[src/hw/rtl/hns_pkg.sv]
// Shared constants and types of the heightmap normal stream.
package hns_pkg;

  localparam int unsigned MAX_SIDE_DEF = 513;
  localparam int unsigned MAP_SIDE_W   = 10;
  localparam int unsigned HEIGHT_W     = 8;
  localparam int unsigned SUM_W        = 17;
  localparam int unsigned MAG_W        = 15;
  localparam logic [MAG_W-1:0] ONE_Q   = 15'd32767;
  // 4 * 32767 * 32767
  localparam logic [31:0] FOUR_K2      = 32'd4294705156;
  localparam logic [MAP_SIDE_W-1:0] MAP_SIDE_RESET = 10'd513;

  // Result kinds released by one input sample
  localparam logic [1:0] JOB_A = 2'd0;  // point of the previous row
  localparam logic [1:0] JOB_B = 2'd1;  // left neighbor on the last row
  localparam logic [1:0] JOB_C = 2'd2;  // last point of the last row

  typedef struct packed {
    logic                start;
    logic [HEIGHT_W-1:0] mag;
    logic [SUM_W-1:0]    sum;
  } mag_req_t;

  typedef struct packed {
    logic             done;
    logic [MAG_W-1:0] value;
  } mag_rsp_t;

endpackage

[src/hw/rtl/hns_mag.sv]
// Iterative unit: nearest integer to 32767*a/sqrt(s) by binary search.
module hns_mag (
  input  logic              clk_i,
  input  logic              rst_ni,
  input  hns_pkg::mag_req_t req_i,
  output hns_pkg::mag_rsp_t rsp_o
);
  import hns_pkg::*;

  localparam logic [2:0] M_IDLE = 3'd0;
  localparam logic [2:0] M_TA   = 3'd1;
  localparam logic [2:0] M_TB   = 3'd2;
  localparam logic [2:0] M_SQ   = 3'd3;
  localparam logic [2:0] M_CMP  = 3'd4;

  logic [2:0]          state_q, state_d;
  logic [HEIGHT_W-1:0] a_q;
  logic [SUM_W-1:0]    s_q;
  logic [15:0]         asq_q;
  logic [47:0]         tgt_q;
  logic [MAG_W-1:0]    lo_q, hi_q, mid_q;
  logic [31:0]         tt_q;
  logic                done_q;
  logic [15:0]         mid_sum;
  logic [MAG_W-1:0]    mid;
  logic [15:0]         t_odd;
  logic [48:0]         prod;

  // Midpoint and odd test value 2*mid-1
  assign mid_sum = {1'b0, lo_q} + {1'b0, hi_q} + 16'd1;
  assign mid     = mid_sum[15:1];
  assign t_odd   = {mid, 1'b0} - 16'd1;
  assign prod    = 49'(tt_q) * 49'(s_q);

  always_comb begin
    state_d = state_q;
    case (state_q)
      M_IDLE: if (req_i.start) state_d = M_TA;
      M_TA:   state_d = M_TB;
      M_TB:   state_d = M_SQ;
      M_SQ:   state_d = (lo_q < hi_q) ? M_CMP : M_IDLE;
      M_CMP:  state_d = M_SQ;
      default: state_d = M_IDLE;
    endcase
  end

  // Sequencer state and completion pulse
  always_ff @(posedge clk_i or negedge rst_ni) begin
    if (!rst_ni) begin
      state_q <= M_IDLE;
      done_q  <= 1'b0;
    end else begin
      state_q <= state_d;
      done_q  <= (state_q == M_SQ) && !(lo_q < hi_q);
    end
  end

  // Datapath: target, then one square and one compare per step
  always_ff @(posedge clk_i) begin
    case (state_q)
      M_IDLE: begin
        if (req_i.start) begin
          a_q  <= req_i.mag;
          s_q  <= req_i.sum;
          lo_q <= '0;
          hi_q <= ONE_Q;
        end
      end
      M_TA: asq_q <= 16'(a_q) * 16'(a_q);
      M_TB: tgt_q <= 48'(asq_q) * 48'(FOUR_K2);
      M_SQ: begin
        mid_q <= mid;
        tt_q  <= 32'(t_odd) * 32'(t_odd);
      end
      M_CMP: begin
        if (prod <= {1'b0, tgt_q}) begin
          lo_q <= mid_q;
        end else begin
          hi_q <= mid_q - 15'd1;
        end
      end
      default: ;
    endcase
  end

  assign rsp_o.done  = done_q;
  assign rsp_o.value = lo_q;

endmodule
[config.mk]
export PLATFORM = sky130hd
export DESIGN_NAME = hns_mag
export DESIGN_NICKNAME = d
export VERILOG_FILES = /design/src/hw/rtl/hns_pkg.sv /design/src/hw/rtl/hns_mag.sv
export SDC_FILE = /design/constraint.sdc
export NUM_CORES = 2
export LEC_CHECK = 0
export ABC_AREA = 1
export BUFFER_PORTS_ARGS = -buffer_cell sky130_fd_sc_hd__buf_2
export CAP_MARGIN = 20
export CORE_MARGIN = 4
export CORE_UTILIZATION = 42
export CTS_CLUSTER_SIZE = 20
export DETAILED_ROUTE_END_ITERATION = 16
export GPL_ROUTABILITY_DRIVEN = 1
export GPL_TIMING_DRIVEN = 0
export HOLD_SLACK_MARGIN = 0.1
export PLACE_DENSITY = 0.64
export SYNTH_ARGS = -nofsm -noshare
export SYNTH_HDL_FRONTEND = slang
export SYNTH_SLANG_ARGS = --single-unit
[constraint.sdc]
create_clock -name clk_i -period 12.6 [get_ports clk_i]
set_input_delay 3.78 -clock clk_i [delete_from_list [all_inputs] [get_ports clk_i]]
set_output_delay 3.78 -clock clk_i [all_outputs]
set_load 0.005 [all_outputs]
==> out/metrics.cfg <==
[setup_path]
critPathArrivalTime_ns = 10.41
slowest_stage = clkbuf_1
worst_path_largest_cell_delay_ns = 0.67
crit_cells = 33
critPathKind = reg -> reg
setup.worst_path.start_class = flip-flop
startpoint = s_q[7]
crit_required_ns = 12.73
cp_common_cell = nand2_1
cp_num_buf_inv = 8
r2r_start = s_q[7]
cp-end-kind = flip-flop
r2r_cells = 33
cp_top_family = adder cells
path_max_fanout = 15

[grt]
track_usage = 0.206
antenna_found_initial = 2
grt_pass1_wl_um = 154000
grt_pass1_vias = 29300
grt_max_degree = 35
overflow = 0

[timing]
min_period_ns = 10.28
fin_crit_sh = 0.816
tightest_slew_ns = 1.14
setup_slack_ns = 2.32
hold_ws_ns = 0.465
fin_setup_tns_ns = 0
fmax_ghz = 0.0973
drv_slew = 0
fin_skew_ns = 0.0175
finalSetupViolCount = 0
maxSlewHeadroom = 0.239
rsz0062_at_grt = no
finalHoldViolCount = 0

[logic_synthesis]
synth_area_leaders = fa_1 (37%), ha_1 (14%), inv_1 (13%)
synth_edf_count = 156
ys_seq_area_frac = 0.127
async_reset_ff_frac = 0.0250
synth_xor_area_frac = 0.0310
synth_top_area_cell = fa_1
netlist_area_sq_um = 37700
yosysWarnings = 0
synth.ff_latch_count = 160
ys.flop_type = edfxtp_1
synth_top_family_by_area = adder cells
synthAdderAreaFrac = 0.511
syn-instance-count = 4499
synth_cell_types = 51
avgSynthCellArea_sq_um = 8.38
synthSimpleGateAreaFrac = 0.137
synthMuxAreaShare = 0
synth-compound-area-share = 0.0476
synth.top_cell.area_share = 0.373

[cells_and_area]
diodes = 0
nets = 5725
instances_no_fill = 5757
synthToLayoutAreaGrowth_pct = 6.46
drive_gt1_frac = 0.0283

[floorplan]
die_w_um = 308
initial_core_util = 0.425
core_area_sq_um = 88800
io_pins = 44
placementRows = 109
die_h_um = 308
dieArea_sq_um = 94600

[cts]
cts_setup_buffers = 0
cts_resized = 0
clkSlewWorstSetupHoldPaths_ns = 0.08
cts_tree = built
clock_sinks = 160
htree_num_levels = 4
clockBufferDepth = 2
clk_latency_ns = 0.50
hold_buffers = 0
root_buffer = clkbuf_16
numCtsBuffers = 17

[route]
detail-route-antenna-nets = 0
drt_iter0_markers = 2025
routed_wl_um = 92800
drt_pass1_iterations = 6
drt-wirelength-per-cell_um = 16.1
vias_per_cell = 4.88
num_vias = 28100
drc = 0

[worst_hold_path]
min_path_cells = 0
hp-start = a_q[0]
hp-class = reg -> reg

[run]
cap_viol_max_count = 0

[placement]
hpwl_um = 80100
gp_congestion = 0.921
port-buffer-count = 43
place_inst = 5725
place_ws_ns = 2.46

[run_status]
status = finished, final reports clean

-- final timing paths --
check	slack [ns]	end
hold / removal	0.46	asq_q[0]
min in group asynchronous	3.07	done_q
setup reg to reg	2.32	lo_q[0]
setup / recovery	2.32	lo_q[0]
max in group asynchronous	9.40	state_q[1]
hold reg to reg	0.46	asq_q[0]
-- stage by stage --
step / util / instance area [sq um]
2_1_floorplan: - / 37700
5_1_grt: 0.452 / 40100
3_5_place_dp: 0.445 / 39500
6_report: 0.452 / 40100
4_1_cts: 0.452 / 40100
3_3_place_gp: 0.444 / 39400
-- sequential cells by signal, indices dropped and copies added (netlist names) --
register,count
a_q,8
lo_q,15
tgt_q,43
state_q,3
tt_q,28
asq_q,15
s_q,17
mid_q,15
hi_q,15
done_q,1
-- worst register-to-register path: cells and delay by family, from the launching register on --
family | cells | cell delay [ns]
xor gates and xnor gates | 1 | 0.12
AOI/OAI and AO/OA | 3 | 1.07
adders and majority gates | 8 | 3.85
and+or+nand+nor | 13 | 2.80
buffers and inverters | 8 | 1.62
DFF | 1 | 0.46
-- final cells by class --
class                           instances  area (sq um)
Inverter                             1334          5010
Tap cell                             1165          1460
Sequential cell                       160          4780
Multi-Input combinational cell       2886         27500
Fill cell                            8684         48600
Clock inverter                         15           188
Timing Repair Buffer                   49           304
Buffer                                131           513
Clock buffer                           17           425
-- cell families (layout without fill, tap and decap cells) --
group           Yosys count  count (layout)
simple gates           1297            1297
fa+ha+maj              1118            1118
other cells               2              14
compound gates          326             326
buf+inv                1465            1546
flops                   160             160
xor+xnor                131             131
-- cell usage in the layout, fill, tap and decap left out, types with 74 or more instances in the layout --
cell,n
a21oi_1,170
clkbuf_1,112
edfxtp_1,156
fa_1,702
ha_1,416
inv_1,1324
nand2_1,926
nand3_1,74
nor2_1,221
o21ai_0,89
xor2_1,89
-- routing by layer --
layer	GRT usage	wire length, um
met1	0.288	41600
met2	0.340	43500
met3	0.0326	5830
met4	0.0498	1900
met5	0	0
-- cell usage after synthesis (3+ instances only) --
cell type / instances
o211ai_1: 13
a21o_1: 9
buf_1: 11
a21boi_0: 3
buf_2: 5
a21oi_1: 171
clkbuf_1: 112
o21a_1: 5
edfxtp_1: 156
nor3_1: 17
inv_1: 1324
a31oi_1: 9
ha_1: 416
xnor2_1: 39
o21bai_1: 11
nand2_2: 11
nand4_1: 23
o31ai_1: 5
nor2_2: 3
nor2_1: 222
fa_1: 702
xor2_2: 3
dfrtp_1: 4
o21ai_0: 89
nand2_1: 926
inv_2: 8
nand3_2: 3
nand3_1: 74
xor2_1: 89
nor4_1: 8
Power is left out: the tool's default activity adds up to more than one toggle a clock period on the data nets, which glitch-free logic cannot reach.
